--- src/hw/rtl/glcm_pkg.sv ---
// Shared types and constants for the gene list crossover merge block.
package glcm_pkg;

	localparam logic [1:0] KIND_LOAD_FIRST  = 2'd0;
	localparam logic [1:0] KIND_LOAD_SECOND = 2'd1;
	localparam logic [1:0] KIND_MERGE       = 2'd2;

	localparam int INNOV_W  = 16;
	localparam int WEIGHT_W = 32;

	// Depth of the command queue between front and back.
	localparam int QUEUE_DEPTH = 4;

	typedef enum logic [1:0] {
		CMD_LOAD_FIRST,
		CMD_LOAD_SECOND,
		CMD_MERGE
	} cmd_kind_t;

	typedef struct packed {
		cmd_kind_t             kind;
		logic                  swap;
		logic                  coin;
		logic [INNOV_W-1:0]    innovation;
		logic                  enabled;
		logic [WEIGHT_W-1:0]   weight;
	} cmd_hdr_t;

	typedef enum logic [1:0] {
		ST_IDLE,
		ST_READ,
		ST_EVAL,
		ST_EMPTY
	} back_state_t;

endpackage

--- src/hw/rtl/glcm_front.sv ---
// Front end: takes input beats, drops unused kinds and packs commands for the queue.
module glcm_front
	import glcm_pkg::*;
#(
	parameter int NODE_BITS = 8
) (
	input  logic                   clk,
	input  logic                   arst_n,
	input  logic                   in_valid,
	output logic                   in_stall,
	input  logic [1:0]             kind,
	input  logic                   second_fitter,
	input  logic [NODE_BITS-1:0]   source_node,
	input  logic [NODE_BITS-1:0]   target_node,
	input  logic [WEIGHT_W-1:0]    weight_bits,
	input  logic                   gene_enabled,
	input  logic [INNOV_W-1:0]     innovation,
	input  logic                   pick_fitter,
	output logic                   push,
	input  logic                   queue_full,
	output cmd_hdr_t               push_hdr,
	output logic [2*NODE_BITS-1:0] push_nodes
);

	logic                   valid_s1;
	cmd_hdr_t               hdr_s1;
	logic [2*NODE_BITS-1:0] nodes_s1;
	logic                   accept;
	logic                   keep;
	cmd_kind_t              dec_kind;

	always_comb begin
		keep     = 1'b1;
		dec_kind = CMD_LOAD_FIRST;
		case (kind)
			KIND_LOAD_FIRST:  dec_kind = CMD_LOAD_FIRST;
			KIND_LOAD_SECOND: dec_kind = CMD_LOAD_SECOND;
			KIND_MERGE:       dec_kind = CMD_MERGE;
			default:          keep = 1'b0;
		endcase
	end

	assign in_stall = valid_s1 && queue_full;
	assign accept   = in_valid && !in_stall;
	assign push     = valid_s1 && !queue_full;

	always_ff @(posedge clk or negedge arst_n) begin
		if (!arst_n) begin
			valid_s1 <= 1'b0;
		end else if (accept) begin
			valid_s1 <= keep;
		end else if (push) begin
			valid_s1 <= 1'b0;
		end
	end

	always_ff @(posedge clk) begin
		if (accept) begin
			hdr_s1.kind       <= dec_kind;
			hdr_s1.swap       <= second_fitter;
			hdr_s1.coin       <= pick_fitter;
			hdr_s1.innovation <= innovation;
			hdr_s1.enabled    <= gene_enabled;
			hdr_s1.weight     <= weight_bits;
			nodes_s1          <= {target_node, source_node};
		end
	end

	assign push_hdr   = hdr_s1;
	assign push_nodes = nodes_s1;

endmodule

--- config.mk ---
export PLATFORM = sky130hd
export DESIGN_NAME = glcm_front
export DESIGN_NICKNAME = d
export VERILOG_FILES = /design/src/hw/rtl/glcm_pkg.sv /design/src/hw/rtl/glcm_front.sv
export SDC_FILE = /design/constraint.sdc
export NUM_CORES = 1
export LEC_CHECK = 0
export BUFFER_PORTS_ARGS = -buffer_cell sky130_fd_sc_hd__buf_4
export CORE_MARGIN = 3
export CORE_UTILIZATION = 37
export DETAILED_ROUTE_END_ITERATION = 10
export PLACE_DENSITY_LB_ADDON = 0.15
export SLEW_MARGIN = 5
export SYNTH_ARGS = -nofsm -noshare
export SYNTH_HDL_FRONTEND = slang
export SYNTH_SLANG_ARGS = --single-unit
--- constraint.sdc ---
create_clock -name clk -period 4.55 [get_ports clk]
set_clock_uncertainty 0.2 [all_clocks]
set_input_delay 1.365 -clock clk [delete_from_list [all_inputs] [get_ports clk]]
set_output_delay 1.365 -clock clk [all_outputs]
set_load 0.005 [all_outputs]
==> impl_metrics.json <==
{
  "status": "complete, no violations",
  "slew_violations": 0,
  "syn-num-nets": 150,
  "synth_top_area_cell": "edfxtp_1",
  "crit_end": "in_stall",
  "crit_arrival_ns": 1.77,
  "setup_viol": 0,
  "start_util": 0.387,
  "grt_max_degree": 59,
  "area_growth_pct": 64.9,
  "yosys-mux-area-fraction": 0,
  "cts_buffer_depth": 2,
  "gp_congestion": 0.689,
  "cts.clk_slew.worst_paths_ns": 0.07,
  "cts_setup_buffers": 0,
  "period_share": 0.733,
  "p_total_mw": 1.41,
  "antenna_found_initial": 0,
  "cp_common_cell": "buf_4",
  "grt-ovfl-total": 0,
  "die_w_um": 82.1,
  "path_cells": "buf_4, and2_4, buf_4",
  "core-area_sq_um": 5540,
  "slowest_delay_ns": 0.16,
  "rows": 27,
  "reg2reg_depth": 3,
  "cts_tree": "built",
  "clkLatencyLatePin_ns": 0.32,
  "preCtsSetupSlack_ns": 1.21,
  "via_count": 1339,
  "path_max_fanout": 3,
  "dieArea_sq_um": 6740,
  "cts_inserted_buffers": 9,
  "drt_drc_violations_left": 0,
  "worstSetupStartpointType": "input pin",
  "period_needed_ns": 3.34,
  "power_density_nw_per_um2": 398,
  "synth_top_area_share": 0.967,
  "setup_ws_ns": 1.21,
  "reg2reg_slack_ns": 2.47,
  "placed_cells": 293,
  "fin_nets": 305,
  "synth_simple_gate_area_frac": 0.0181,
  "drtAntennaViolNets": 0,
  "rsz0062_at_grt": "no",
  "hold_viol": 0,
  "grt_usage": 0.130,
  "cts_root_buf": "clkbuf_8",
  "portBuffers": 143,
  "grt_pass1_wl_um": 6330,
  "avgSynthCellArea_sq_um": 27.8,
  "drt-vias-per-instance": 4.33,
  "netSwitchingFraction": 0.187,
  "syn_area_sq_um": 2140,
  "pwr-share-comb": 0.091,
  "crit_start": "queue_full",
  "synth_fa_ha_area_frac": 0,
  "yosysUniqueCellTypes": 7,
  "max_slew_margin": 0.533,
  "drive_gt1_frac": 0.671,
  "final-instance-count-excl-fill": 309,
  "wl_per_cell_um": 14.6,
  "cts_resized": 0,
  "routed_wl_um": 4530,
  "drt-initial-drc-count": 60,
  "reg2reg_from": "valid_s1$_DFFE_PN0P_",
  "antenna-diode-count": 0,
  "worstMarginPinSlew_ns": 0.701,
  "total_leakage_power_nw": 1.50,
  "hpwl_um": 3530,
  "internal-power_mw": 1.14,
  "grt_pass1_vias": 1321,
  "p_sw_mw": 0.264,
  "syn_inst": 77,
  "synth_top_family_by_area": "simple AND/OR/NAND/NOR gates",
  "ir_drop_v": 0.000243,
  "synth.area.top_cells": "edfxtp_1 (97%), dfrtp_1 (1.2%), nor2b_1 (0.88%), and2_4 (0.41%), a21o_1 (0.35%)",
  "drt_pass1_iterations": 4,
  "synth_compound_area_frac": 0.00350,
  "drv_cap": 0,
  "power_frac_clock": 0.365,
  "critPathCaptureType": "primary output",
  "boundaryPins": 144,
  "die_h_um": 82.1,
  "fin_tns_setup_ns": 0,
  "ys_ff_latch": 70,
  "required_ns": 2.98,
  "yosysSeqAreaShare": 0.978,
  "min_path_type": "register to register",
  "cts_sinks": 70,
  "crit_type": "input pin to primary output",
  "yosysWarnings": 0,
  "htreeDepth": 3,
  "holdBufCountCts": 0,
  "sequentialPowerShare": 0.544,
  "crit_slowest_cell": "and2_4",
  "fmax_ghz": 0.300,
  "synth_xor_area_frac": 0,
  "r2r_end": "push_hdr[8]$_DFFE_PP_"
}
-- cells in the final DEF, fill, tap and decap left out, drive strengths merged --
master,instances
a21o,1
and2b,1
buf,144
dfrtp,1
clkbuf,9
inv,1
and2,1
nor2b,3
clkinvlp,1
bufinv,2
clkinv,3
edfxtp,69
nand2,1
-- power by group through the flow --
stage,logic (mW),registers [mW],clock network [mW]
CTS,0.131,0.767,0.528
detailed placement,0.131,0.781,0
finish,0.128,0.766,0.513
global placement,0.128,0.779,0
global route,0.140,0.769,0.559
floorplan,0.0161,0.786,0
-- area by class of cell --
class	count	area, sq um
Clock inverter	7	87.6
Sequential cell	70	2100
Timing Repair Buffer	144	1080
Clock buffer	9	124
Fill cell	425	2010
Tap cell	72	90.1
Multi-Input combinational cell	7	53.8
-- layer usage --
metal | GRT usage | vias up | wire, um
met5 | 0 | - | 0
li1 | - | 616 | -
met3 | 0.0531 | 9 | 546
met4 | 0.0731 | 0 | 101
met2 | 0.235 | 88 | 2450
met1 | 0.124 | 626 | 1430
-- registers in the layout, indices dropped and copies added, names as in the netlist --
name and count:
push_hdr 53, push_nodes 16, valid_s1 1
-- Yosys cell counts --
cell type   n
nor2b_1     3
and2_4      1
and2b_1     1
dfrtp_1     1
edfxtp_1   69
nand2_1     1
a21o_1      1
-- cell families (layout without fill, tap and decap cells) --
group | count (synthesis) | after routing
compound gates | 1 | 1
simple gates | 6 | 6
buf+inv | 0 | 160
flops | 70 | 70
-- worst max-delay path, delay by kind of cell --
family        cells  cell delay [ns]
buf+inv           2             0.24
simple gates      1             0.16
-- worst min path at each step --
| stage | startpoint | to | depth (start not counted) |
|---|---|---|---|
| after global placement | valid_s1$_DFFE_PN0P_ | valid_s1$_DFFE_PN0P_ | 2 |
| after floorplan | valid_s1$_DFFE_PN0P_ | valid_s1$_DFFE_PN0P_ | 2 |
| after CTS | valid_s1$_DFFE_PN0P_ | valid_s1$_DFFE_PN0P_ | 2 |
| after global routing | valid_s1$_DFFE_PN0P_ | valid_s1$_DFFE_PN0P_ | 2 |
| after detailed placement | valid_s1$_DFFE_PN0P_ | valid_s1$_DFFE_PN0P_ | 2 |
| final | valid_s1$_DFFE_PN0P_ | valid_s1$_DFFE_PN0P_ | 2 |
-- through the flow --
stage	utilization	cell area, sq um	hold WS [ns]
after floorplan	-	2150	0.369
after global routing	0.638	3530	0.492
after CTS	0.638	3530	0.464
after detailed placement	0.600	3320	0.439
final	0.638	3530	0.450
after global placement	0.600	3320	0.398
Note: power is estimated with default switching activity, not from simulation.
