<file path="config.mk">
export PLATFORM = sky130hd
export DESIGN_NAME = glcm_cmd_queue
export DESIGN_NICKNAME = d
export VERILOG_FILES = /design/src/hw/rtl/glcm_pkg.sv /design/src/hw/rtl/glcm_cmd_queue.sv
export SDC_FILE = /design/constraint.sdc
export NUM_CORES = 1
export LEC_CHECK = 0
export ABC_AREA = 1
export BUFFER_PORTS_ARGS = -buffer_cell sky130_fd_sc_hd__clkbuf_2
export CAP_MARGIN = 40
export CORE_MARGIN = 4
export CORE_UTILIZATION = 60
export CTS_BUF_LIST = sky130_fd_sc_hd__clkbuf_2 sky130_fd_sc_hd__clkbuf_4 sky130_fd_sc_hd__clkbuf_8
export DETAILED_ROUTE_END_ITERATION = 8
export GPL_TIMING_DRIVEN = 0
export PLACE_DENSITY = 0.9
export SYNTH_ARGS = -nofsm -noshare
export SYNTH_HDL_FRONTEND = slang
export SYNTH_SLANG_ARGS = --single-unit
export TNS_END_PERCENT = 100
</file>
<file path="constraint.sdc">
create_clock -name clk -period 7.4 [get_ports clk]
set_input_delay 0 -clock clk [delete_from_list [all_inputs] [get_ports clk]]
set_output_delay 0 -clock clk [all_outputs]
set_load 0.01 [all_outputs]
</file>
<file path="src/hw/rtl/glcm_pkg.sv">
// Shared types and constants for the gene list crossover merge block.
package glcm_pkg;

	localparam logic [1:0] KIND_LOAD_FIRST  = 2'd0;
	localparam logic [1:0] KIND_LOAD_SECOND = 2'd1;
	localparam logic [1:0] KIND_MERGE       = 2'd2;

	localparam int INNOV_W  = 16;
	localparam int WEIGHT_W = 32;

	// Depth of the command queue between front and back.
	localparam int QUEUE_DEPTH = 4;

	typedef enum logic [1:0] {
		CMD_LOAD_FIRST,
		CMD_LOAD_SECOND,
		CMD_MERGE
	} cmd_kind_t;

	typedef struct packed {
		cmd_kind_t             kind;
		logic                  swap;
		logic                  coin;
		logic [INNOV_W-1:0]    innovation;
		logic                  enabled;
		logic [WEIGHT_W-1:0]   weight;
	} cmd_hdr_t;

	typedef enum logic [1:0] {
		ST_IDLE,
		ST_READ,
		ST_EVAL,
		ST_EMPTY
	} back_state_t;

endpackage

</file>
<file path="src/hw/rtl/glcm_cmd_queue.sv">
// Short command queue between the front end and the merge engine.
module glcm_cmd_queue
	import glcm_pkg::*;
#(
	parameter int WIDTH = 100
) (
	input  logic             clk,
	input  logic             arst_n,
	input  logic             push,
	input  logic [WIDTH-1:0] push_data,
	output logic             full,
	input  logic             pop,
	output logic             not_empty,
	output logic [WIDTH-1:0] pop_data
);

	localparam int PTR_W = $clog2(QUEUE_DEPTH);
	localparam int CNT_W = $clog2(QUEUE_DEPTH + 1);

	logic [WIDTH-1:0] slot_q [QUEUE_DEPTH];
	logic [PTR_W-1:0] wr_ptr_q;
	logic [PTR_W-1:0] rd_ptr_q;
	logic [CNT_W-1:0] fill_q;
	logic             do_push;
	logic             do_pop;

	assign full      = fill_q == CNT_W'(QUEUE_DEPTH);
	assign not_empty = fill_q != '0;
	assign do_push   = push && !full;
	assign do_pop    = pop && not_empty;
	assign pop_data  = slot_q[rd_ptr_q];

	always_ff @(posedge clk or negedge arst_n) begin
		if (!arst_n) begin
			wr_ptr_q <= '0;
			rd_ptr_q <= '0;
			fill_q   <= '0;
		end else begin
			if (do_push) begin
				wr_ptr_q <= (wr_ptr_q == PTR_W'(QUEUE_DEPTH - 1)) ? '0 : wr_ptr_q + PTR_W'(1);
			end
			if (do_pop) begin
				rd_ptr_q <= (rd_ptr_q == PTR_W'(QUEUE_DEPTH - 1)) ? '0 : rd_ptr_q + PTR_W'(1);
			end
			if (do_push && !do_pop) begin
				fill_q <= fill_q + CNT_W'(1);
			end else if (do_pop && !do_push) begin
				fill_q <= fill_q - CNT_W'(1);
			end
		end
	end

	always_ff @(posedge clk) begin
		if (do_push) begin
			slot_q[wr_ptr_q] <= push_data;
		end
	end

endmodule

</file>
==> summary.md <==
| Metric | Value |
|---|---|
| Status | finished, final reports clean |
| Dpl cells | 1789 |
| Final ANT Viol Nets | 0 |
| Netlist cell types | 16 |
| Leakage | between 8 and 9 nW |
| Vias/cell | 5.53 |
| Share of cells above drive strength 1 | 0.235 |
| Hold Path Depth | 2 |
| Max Clk Rate | around 390 MHz |
| Largest net degree at the start of global routing | 28 |
| Startpoint class of the critical path | flip-flop |
| Final wirelength | 40700 microns |
| Worst Setup SP | fill_q[0]$_DFFE_PN0P_ |
| Final WS setup | 4820 ps |
| Root buffer cell | clkbuf_8 |
| Worst Tran Pin Value | between 800 and 900 ps |
| Final Slew Violations | 0 |
| Sequential cell area fraction in the yosys report | 0.741 |
| First-pass GRT wire length | ~63000 microns |
| Post-CTS Resized | 0 |
| Yosys warns | 0 |
| CP endpoint kind | flip-flop |
| Crit share post-route | 0.348 |
| Total core area | 27000 sq um |
| End point of the critical path | slot_q[1][25]$_DFFE_PP_ |
| Max Buffers Root-to-Sink | 3 |
| # setup viols final | 0 |
| Most frequent cells in the layout | 400 x edfxtp_1, 315 x nand2_1, 215 x inv_1, 205 x clkbuf_2, 199 x o211ai_1 |
| Routed vias | ~11000 |
| Place WS | roughly 5000 ps |
| DR DRC count | 0 |
| Layout area overhead | 26.0% |
| Tightest Hold Check Type | input port to flip-flop |
| Worst r2r src | fill_q[0]$_DFFE_PN0P_ |
| Fin nets | 1725 |
| Non-filler cells, final | between 2000 and 2500 |
| Min-delay src | push_data[77] |
| Crit path largest cell delay | around 740 ps |
| Cells on worst reg2reg path | 6 |
| Row count | 60 |
| RSZ-0062 raised after global routing | no |
| Worst Path Arrival | roughly 2800 ps |
| Routed wire per std cell | about 20 microns |
| Clock transition at the registers of the reported paths | roughly 60 ps |
| Cell Pwr Density | approximately 400 nW/um^2 |
| Crit Path Class | flip-flop to flip-flop |
| Initial Utilization | 0.610 |
| Cell area after synthesis | about 16000 sq um |
| Worst path slowest cell | nor2_4 |
| Routability congestion estimate | slightly below 0.8 |
| Clock latency on the worst-skew pair | a little under 600 ps |
| FF-to-FF End | slot_q[1][25]$_DFFE_PP_ |
| Critical path depth | 6 |
| DP Wirelength | 23800 microns |
| Cells after Synth | roughly 1200 |
| Maximum vdd ir drop | 0.250 mV |
| Width of the die | about 170 microns |
| #FFs+latches synth | slightly above 400 |
| Largest delay share family, worst path | simple AND/OR/NAND/NOR gates |
| Initial antenna violation count | 4 |
| Hold Vio Cnt, Final | 0 |
| GRT Total Usage | 0.267 |
| Worst Path Required | around 7700 ps |
| CP Buf/Inv Count | 3 |
| Clock sink count | 407 |
| Max-slew headroom | 0.446 |
| Worst R2R Setup Slack | 4820 ps |
| Vias in the first global route | between 10000 and 15000 |
| Max-cap check violation count | 0 |
| I/O pin cnt | between 200 and 250 |
| Most common cell after layout, fill and taps aside | edfxtp_1 |
| CP max FO | 21 |
| TritonRoute pass-1 iters | 5 |
| Worst Skew | approximately 27 ps |
| Htree depth | 2 |
| Drt first-iter violations | 1073 |
| Remaining Overflow, GRT | 0 |
| CTS buffer count | 60 |
| Critical path, cell by cell | inv_1, nand3_1, nand2_1, nor2_4, buf_16, buf_12 |
| Port Buf Inserts | a little over 200 |
| Total die area | 30100 sq um |
| Min Tclk post-route | ~2600 ps |
| Avg Inst Size Synth | around 13 sq um |
| CTS tree | built |
| Die height | between 150 and 200 microns |
| Synthesized netlist net count | 1337 |
-- where the power goes --
| part | total, W | switching (W) | internal (W) |
|---|---|---|---|
| Combinational | 0.00311 | 0.00198 | 0.00113 |
| Sequential | 0.00314 | 0.000121 | 0.00302 |
| Clock | 0.00200 | 0.000829 | 0.00117 |
-- final cells by class --
type | instances | area, sq um
Fill cell | 1453 | 6220
Sequential cell | 407 | 12200
Tap cell | 341 | 427
Antenna cell | 5 | 12.5
Clock inverter | 27 | 323
Multi-Input combinational cell | 538 | 2890
Inverter | 215 | 807
Buffer | 66 | 598
Clock buffer | 83 | 1020
Timing Repair Buffer | 326 | 2470
-- through the flow --
step / hold slack (ps) / power, W / setup TNS [ps] / area, sq um / util
after floorplan: -296 / 0.00498 / 0 / 16500 / -
after global placement: -153 / 0.00605 / -443170 / 17900 / 0.664
after detailed placement: -148 / 0.00617 / 0 / 18300 / 0.680
after CTS: 131 / 0.00820 / 0 / 20700 / 0.769
after global routing: 148 / 0.00865 / 0 / 20700 / 0.769
final: 181 / 0.00824 / 0 / 20700 / 0.769
-- routing by layer --
layer	vias to the layer above	share of wire	track usage
met1	5270	0.35	0.314
li1	5074	-	-
met5	-	0.00032	0
met2	641	0.52	0.484
met4	2	0.034	0.0986
met3	119	0.087	0.0593
-- flip-flops by register name, summed over array words and instances, names as in the netlist --
| register | cells |
|---|---|
| fill_q | 3 |
| rd_ptr_q | 2 |
| slot_q | 400 |
| wr_ptr_q | 2 |
-- worst min path at each step --
stage / end / slack [ps]
after floorplan: fill_q[0]$_DFFE_PN0P_ / -300
after global placement: wr_ptr_q[0]$_DFFE_PN0P_ / -150
after detailed placement: fill_q[1]$_DFFE_PN0P_ / -150
after CTS: slot_q[1][38]$_DFFE_PP_ / 130
after global routing: slot_q[0][77]$_DFFE_PP_ / 150
final: slot_q[3][77]$_DFFE_PP_ / 180
-- cells in the mapped netlist --
cell,number,share of area
edfxtp_1,400,0.73
nand2_1,315,0.072
inv_1,215,0.049
o211ai_1,199,0.091
buf_6,43,0.029
buf_2,22,0.0067
dfrtp_1,7,0.011
nand3_1,7,0.0021
ha_1,6,0.0046
nor2_1,6,0.0014
clkbuf_1,1,0.00023
fa_1,1,0.0012
nand4_1,1,0.00038
o211ai_2,1,0.00076
o21ai_0,1,0.00030
xnor2_1,1,0.00053
-- timing repair --
| action | CTS | global route |
|---|---|---|
| hold buffers | 104 | 0 |
| buffers inserted | 0 | 0 |
| endpoints found under the hold margin | 412 | 0 |
-- kinds of logic after synthesis --
group                    after synthesis  share of synthesized area
flip-flops                           407                      0.741
AND/OR/NAND/NOR                      329                     0.0757
buffers and inverters                281                     0.0854
AO/OA/AOI/OAI                        201                     0.0919
adder cells (fa/ha/maj)                7                    0.00578
XOR/XNOR                               1                   0.000532
(Power assumes the default switching activity.)
